[src/krt_pkg.sv]
// ----------------------------------------------------------------------------
// krt_pkg: shared types and constants of the keyed record table
// Table geometry, request and status codes, and the controller/datapath
// command and status bundles.
// ----------------------------------------------------------------------------
package krt_pkg;

  localparam int TABLE_DEPTH = 64;
  localparam int IDX_W = (TABLE_DEPTH > 1) ? $clog2(TABLE_DEPTH) : 1;
  localparam int CNT_W = $clog2(TABLE_DEPTH + 1);

  typedef logic [IDX_W-1:0] idx_t;
  typedef logic [CNT_W-1:0] cnt_t;

  // request codes
  localparam logic [1:0] REQ_CREATE = 2'd0;
  localparam logic [1:0] REQ_EDIT   = 2'd1;
  localparam logic [1:0] REQ_DELETE = 2'd2;
  localparam logic [1:0] REQ_READ   = 2'd3;

  // status codes
  localparam logic [2:0] ST_OK       = 3'd0;
  localparam logic [2:0] ST_FULL     = 3'd1;
  localparam logic [2:0] ST_BADKEY   = 3'd2;
  localparam logic [2:0] ST_DUP      = 3'd3;
  localparam logic [2:0] ST_NOTFOUND = 3'd4;
  localparam logic [2:0] ST_EMPTY    = 3'd5;

  typedef struct packed {
    logic signed [31:0] key;
    logic signed [31:0] ticket;
    logic signed [31:0] food;
  } entry_t;

  // which data goes out with the result beat
  typedef enum logic [1:0] {
    RES_NONE,
    RES_EDIT,
    RES_READ
  } res_sel_e;

  typedef struct packed {
    logic       load;       // latch request fields
    logic       scan_clr;   // scan pointer to slot zero
    logic       scan_hit;   // scan pointer to slot after the hit
    logic       scan_step;  // read at scan pointer if below count, advance
    logic       rd_slot;    // read at requested slot
    logic       wr_append;  // write new record at count
    logic       wr_edit;    // write new amounts at hit slot
    logic       wr_shift;   // move returned record down one slot
    logic       cnt_inc;
    logic       cnt_dec;
    logic       res_we;     // issue result beat
    logic [2:0] res_status;
    res_sel_e   res_sel;
  } cmd_t;

  typedef struct packed {
    logic [1:0] req;
    logic       cnt_zero;
    logic       full;
    logic       key_bad;
    logic       slot_ok;
    logic       scan_more;  // scan pointer still below count
    logic       rd_valid;   // read data of a scanned slot is present
    logic       hit;        // that read data matches the key
  } sts_t;

endpackage

[src/krt_ctrl.sv]
// ----------------------------------------------------------------------------
// krt_ctrl: request sequencer of the keyed record table
// Dispatches a request, runs the key scan and the delete compaction.
// ----------------------------------------------------------------------------
module krt_ctrl (
  input  logic          clk_i,
  input  logic          rst_ni,
  input  logic          start_i,
  output logic          busy_o,
  input  krt_pkg::sts_t sts_i,
  output krt_pkg::cmd_t cmd_o
);
  import krt_pkg::*;

  localparam logic [2:0] S_IDLE     = 3'd0;
  localparam logic [2:0] S_DISPATCH = 3'd1;
  localparam logic [2:0] S_SEARCH   = 3'd2;
  localparam logic [2:0] S_SHIFT    = 3'd3;
  localparam logic [2:0] S_RDWAIT   = 3'd4;

  logic [2:0] state_q, state_d;
  logic       scan_done;

  // every issued read has come back without a hit
  assign scan_done = !sts_i.scan_more && !sts_i.rd_valid;

  always_comb begin
    state_d = state_q;
    cmd_o   = '0;
    cmd_o.res_status = ST_OK;
    cmd_o.res_sel    = RES_NONE;
    case (state_q)
      S_IDLE: begin
        if (start_i) begin
          cmd_o.load = 1'b1;
          state_d    = S_DISPATCH;
        end
      end
      S_DISPATCH: begin
        state_d = S_IDLE;
        case (sts_i.req)
          REQ_CREATE: begin
            if (sts_i.full) begin
              cmd_o.res_we     = 1'b1;
              cmd_o.res_status = ST_FULL;
            end else if (sts_i.key_bad) begin
              cmd_o.res_we     = 1'b1;
              cmd_o.res_status = ST_BADKEY;
            end else begin
              cmd_o.scan_clr = 1'b1;
              state_d        = S_SEARCH;
            end
          end
          REQ_EDIT, REQ_DELETE: begin
            if (sts_i.cnt_zero) begin
              cmd_o.res_we     = 1'b1;
              cmd_o.res_status = ST_EMPTY;
            end else begin
              cmd_o.scan_clr = 1'b1;
              state_d        = S_SEARCH;
            end
          end
          default: begin
            if (sts_i.slot_ok) begin
              cmd_o.rd_slot = 1'b1;
              state_d       = S_RDWAIT;
            end else begin
              cmd_o.res_we     = 1'b1;
              cmd_o.res_status = ST_EMPTY;
            end
          end
        endcase
      end
      S_SEARCH: begin
        if (sts_i.hit) begin
          state_d = S_IDLE;
          case (sts_i.req)
            REQ_CREATE: begin
              cmd_o.res_we     = 1'b1;
              cmd_o.res_status = ST_DUP;
            end
            REQ_EDIT: begin
              cmd_o.wr_edit = 1'b1;
              cmd_o.res_we  = 1'b1;
              cmd_o.res_sel = RES_EDIT;
            end
            default: begin
              cmd_o.scan_hit = 1'b1;
              state_d        = S_SHIFT;
            end
          endcase
        end else if (scan_done) begin
          state_d      = S_IDLE;
          cmd_o.res_we = 1'b1;
          if (sts_i.req == REQ_CREATE) begin
            cmd_o.wr_append = 1'b1;
            cmd_o.cnt_inc   = 1'b1;
          end else begin
            cmd_o.res_status = ST_NOTFOUND;
          end
        end else begin
          cmd_o.scan_step = 1'b1;
        end
      end
      S_SHIFT: begin
        cmd_o.wr_shift = 1'b1;
        if (scan_done) begin
          cmd_o.cnt_dec = 1'b1;
          cmd_o.res_we  = 1'b1;
          state_d       = S_IDLE;
        end else begin
          cmd_o.scan_step = 1'b1;
        end
      end
      S_RDWAIT: begin
        cmd_o.res_we  = 1'b1;
        cmd_o.res_sel = RES_READ;
        state_d       = S_IDLE;
      end
      default: begin
        state_d = S_IDLE;
      end
    endcase
  end

  always_ff @(posedge clk_i or negedge rst_ni) begin
    if (!rst_ni) begin
      state_q <= S_IDLE;
    end else begin
      state_q <= state_d;
    end
  end

  assign busy_o = (state_q != S_IDLE);

endmodule

[config.mk]
export PLATFORM = sky130hd
export DESIGN_NAME = krt_ctrl
export DESIGN_NICKNAME = d
export VERILOG_FILES = /design/src/krt_pkg.sv /design/src/krt_ctrl.sv
export SDC_FILE = /design/constraint.sdc
export NUM_CORES = 1
export LEC_CHECK = 0
export BUFFER_PORTS_ARGS = -buffer_cell sky130_fd_sc_hd__buf_2
export CORE_AREA = 10 10 47 49
export DETAILED_ROUTE_END_ITERATION = 8
export DIE_AREA = 0 0 57 59
export HOLD_SLACK_MARGIN = 0.06
export MAX_ROUTING_LAYER = met4
export PLACE_DENSITY = 0.64
export RECOVER_POWER = 25
export SYNTH_ARGS = -nofsm -noshare
export SYNTH_HDL_FRONTEND = slang
export SYNTH_SLANG_ARGS = --single-unit
[constraint.sdc]
create_clock -name clk_i -period 2.1 [get_ports clk_i]
set_clock_uncertainty 0.2 [all_clocks]
set_input_delay 0.105 -clock clk_i [delete_from_list [all_inputs] [get_ports clk_i]]
set_output_delay 0.105 -clock clk_i [all_outputs]
set_load 0.01 [all_outputs]
# == Word-level counts from Yosys, hierarchy flattened ==
# Index checks and enable logic that the tools add are counted.
# word_totals
mem_bits_rw,0
memories,0
register_bits,3
rom_bits,0
out_inout_bits,17
latchBits,0
wordCells,68
input_bits,12
# classes
bitwise,0
n_mux,51
eq_ne,7
n_lt_le_gt_ge,0
n_shift,0
div,0
mul,0
n_reduce_logical,9
add_sub_neg,0
# ops
operator,n
2-to-1 mux 1 bit,24
2-to-1 mux 4 bit,6
2-to-1 mux 2 bit,8
2-to-1 mux 3 bit,5
one-hot mux 3 bit (2 select lines),2
one-hot mux 3 bit (4 select lines),1
one-hot mux 4 bit (2 select lines),1
"== test 3 x 2 -> 1 bit, second input constant",2
one-hot mux 1 bit (2 select lines),2
one-hot mux 1 bit (4 select lines),1
one-hot mux 2 bit (2 select lines),1
OR reduction 2 bit,2
"== test 3 x 1 -> 1 bit, second input constant",1
"== test 3 bit, second input constant",1
logical NOT 3 bit,1
nonzero test 3 bit,1
OR reduction 3 bit,1
"== test 2 x 1 -> 1 bit, second input constant",1
"== test 2 bit, second input constant",1
logical NOT 1 bit,2
logical NOT 2 bit,1
"inequality test 2 bit, second input constant",1
logical AND 1 bit,1

# == Longest topological paths before layout ==
# depth
depth_word,5
depth_mapped,5
mapped_depth_nobuf,5

# == Least setup slack after synthesis ==
# OpenSTA, ideal clock, no wires.
# synth_timing
kind,register to output
startpoint,register state_q[2]
endpoint,output port cmd_o[10] in the netlist's numbering
n_path_buf,1
required_time_ps,1795
path_stages_with_launch,5
path_slack_ps,366
arrival_time_ps,1429
path_cell_list,dfrtp_1 -> nand2b_1 -> or4_1 -> nor2_1 -> buf_4
# synth_rtl
item,line_no,source
start: declaration,krt_ctrl.sv:21,"logic [2:0] state_q, state_d;"
start signal: assignment,krt_ctrl.sv:130,state_q <= state_d;
end: declaration,krt_ctrl.sv:11,output krt_pkg::cmd_t cmd_o

==> results_dict.tcl <==
set metrics [dict create \
    status "finished, final reports clean" \
    min_from "sts_i[6]" \
    period_share_pct 96.0 \
    tightestPinTransition_ps 255 \
    max_stage_delay_ps 470 \
    cts_setup_buffers 0 \
    cp_num_buf_inv 1 \
    fin_area_um2 638 \
    drive_above_1_share_pct 37.0 \
    root_buffer "clkbuf_4" \
    coreArea_um2 1400 \
    path_max_fanout 8 \
    worstPathCellList "or3b_4 -> or3b_1 -> o21ai_2 -> buf_2" \
    worst_path_max_delay_cell "or3b_4" \
    dieWidth_um 57 \
    regMostFlops "state_q" \
    drc 0 \
    final_cell_count_no_fill 108 \
    fp-row-count 14 \
    gp_congestion 0.765 \
    rsz0062_at_grt "no" \
    most-common-layout-cells "buf_2 (28), nor2_1 (9), inv_1 (6), nand2_1 (5)" \
    synth-async-reset-ratio_pct 100 \
    utilization_pct 45.5 \
    r2r-start "state_q[1]" \
    start_kind "flip-flop" \
    antenna_left 0 \
    p_seq_share_pct 21.5 \
    grt_pass1_vias 535 \
    path_delay_family "simple AND/OR/NAND/NOR gates" \
    overflow 0 \
    critPathKind "flip-flop to output pin" \
    power.internal_uw 288 \
    swShare_pct 42.7 \
    grt_max_degree 9 \
    timing.fmax_ghz 0.496 \
    p_per_area_nw_per_um2 788 \
    antenna_found_initial 0 \
    cts_sinks 3 \
    drt-total-wl_mm 1.34 \
    min_path_type "input port to flip-flop" \
    ys_ff_latch 3 \
    hold-path-cell-count 4 \
    first_pass_iters 4 \
    vdd_drop_max_uv 235 \
    power_frac_comb_pct 58.2 \
    setup.worst_path.end_class "output pin" \
    synth.area.top_cells "dfrtp_1 (18%), ha_1 (12%), nor2_1 (8.0%)" \
    via_per_inst 4.73 \
    grt_first_pass_wirelength_mm 2.20 \
    setup_viol 0 \
    reg2reg_setup_slack_ps 600 \
    arrival_ps 1710 \
    syn-cell-area_um2 422 \
    finalHoldViolCount 0 \
    die_y_um 59 \
    synth_edf_count 0 \
    cts_tree "yes" \
    clkPwrFrac_pct 20.2 \
    clk_latency_ps 230 \
    clock_path_buffers 2 \
    track_usage_pct 7.83 \
    power.leakage_nw 0.385 \
    reg_top3 "state_q x3" \
    avgSynthCellArea_um2 7.27 \
    ys_types 29 \
    vias 511 \
    final_common_cell "buf_2" \
    yosysWarnings 0 \
    synthFlopType "dfrtp_1" \
    tns_ps 0 \
    initial_core_util_pct 30.1 \
    fillCellCount 154 \
    drv_slew 0 \
    worstHoldEndpoint "state_q[1]" \
    area_growth_pct 51.3 \
    dp_cells 100 \
    r2r-end "state_q[1]" \
    drv_cap 0 \
    syn_inst 58 \
    syn_nets 74 \
    initialDrtViolationCount 8 \
    required_ps 1790 \
    portBuffers 28 \
    synth_area_leader_cell "dfrtp_1" \
    drt-wirelength-per-cell_um 12.4 \
    ios 29 \
    place_area_um2 569 \
    fin_crit_ps 2020 \
    maxSlewHeadroom_pct 82.8 \
    worstRegToRegCells 2 \
    cts_buffers 3 \
    synth-seq-area-share_pct 17.8 \
    clk_pin_slew_ps 40 \
    largest_register_ffs 3 \
    yosysTopAreaCellShare_pct 17.8 \
    power_switching_uw 215 \
    die_area_um2 3360 \
    htreeDepth 1 \
    nNetsFinal 109 \
    diodes 0 \
]
## area by class of cell
cell class	instances	area (um^2)	share of cell area (%)
Tap cell	16	20.0	3.14
Timing Repair Buffer	32	180	28.2
Inverter	6	22.5	3.53
Multi-Input combinational cell	47	314	49.2
Sequential cell	3	75.1	11.8
Clock buffer	4	26.3	4.12
## kinds of logic (layout without fill, tap and decap cells)
family | Yosys count | after routing | synth area share [%]
simple gates | 31 | 31 | 40.7
flops | 3 | 3 | 17.8
compound gates | 11 | 11 | 19.0
fa+ha+maj | 4 | 4 | 11.9
mux | 1 | 1 | 2.37
buf+inv | 8 | 42 | 8.31
## per-stage QoR
| stage | hold WS, ps | setup WS (ps) | power, mW |
|---|---|---|---|
| after floorplan | -391 | 366 | 0.291 |
| final | 122 | 84.7 | 0.503 |
| after global placement | -298 | 290 | 0.387 |
| after global routing | 135 | 6.80 | 0.550 |
| after CTS | 94.6 | 68.5 | 0.514 |
| after detailed placement | -299 | 265 | 0.389 |
## tightest hold or removal path: stages
cell and delay [ps]:
buf_2 90, nor2b_1 40, a21oi_1 170, o32ai_1 100
## power by group through the flow
| stage | clock network, mW | registers [mW] | logic (mW) |
|---|---|---|---|
| global placement | 0 | 0.104 | 0.283 |
| CTS | 0.106 | 0.108 | 0.300 |
| finish | 0.102 | 0.108 | 0.293 |
| global route | 0.110 | 0.114 | 0.326 |
| floorplan | 0 | 0.0977 | 0.193 |
| detailed placement | 0 | 0.107 | 0.283 |
## worst max path at each step
stage / start / to / slack, ps / cells past startpoint
3_5_place_dp: state_q[1] / cmd_o[4] / 260 / 4
6_report: state_q[1] / cmd_o[4] / 80 / 4
5_1_grt: state_q[0] / cmd_o[4] / 7 / 4
3_3_place_gp: state_q[0] / cmd_o[4] / 290 / 4
4_1_cts: state_q[1] / cmd_o[4] / 70 / 4
2_1_floorplan: state_q[2] / cmd_o[10] / 370 / 4
## per-layer routing
layer  routed length, um  global-route usage, %
met2                 686                   14.3
met1                 598                   8.23
met3                  58                  0.644
met5                   0                      -
met4                   0                   4.03
## Yosys cell counts (2+ instances only)
| library cell | instances |
|---|---|
| inv_1 | 6 |
| ha_1 | 4 |
| dfrtp_1 | 3 |
| nand2_1 | 5 |
| a221oi_1 | 2 |
| nor2b_1 | 2 |
| or3b_1 | 2 |
| a21oi_1 | 2 |
| nand2b_1 | 2 |
| and2_1 | 3 |
| nor2_1 | 9 |
## timing repair
item                                    4_1_cts  5_1_grt
hold buffers                                  4        0
endpoints found under the hold margin         5        0
endpoints found under the setup margin        1        0
resized for setup                             1        0
No activity file was read; power rests on OpenSTA's default activity.
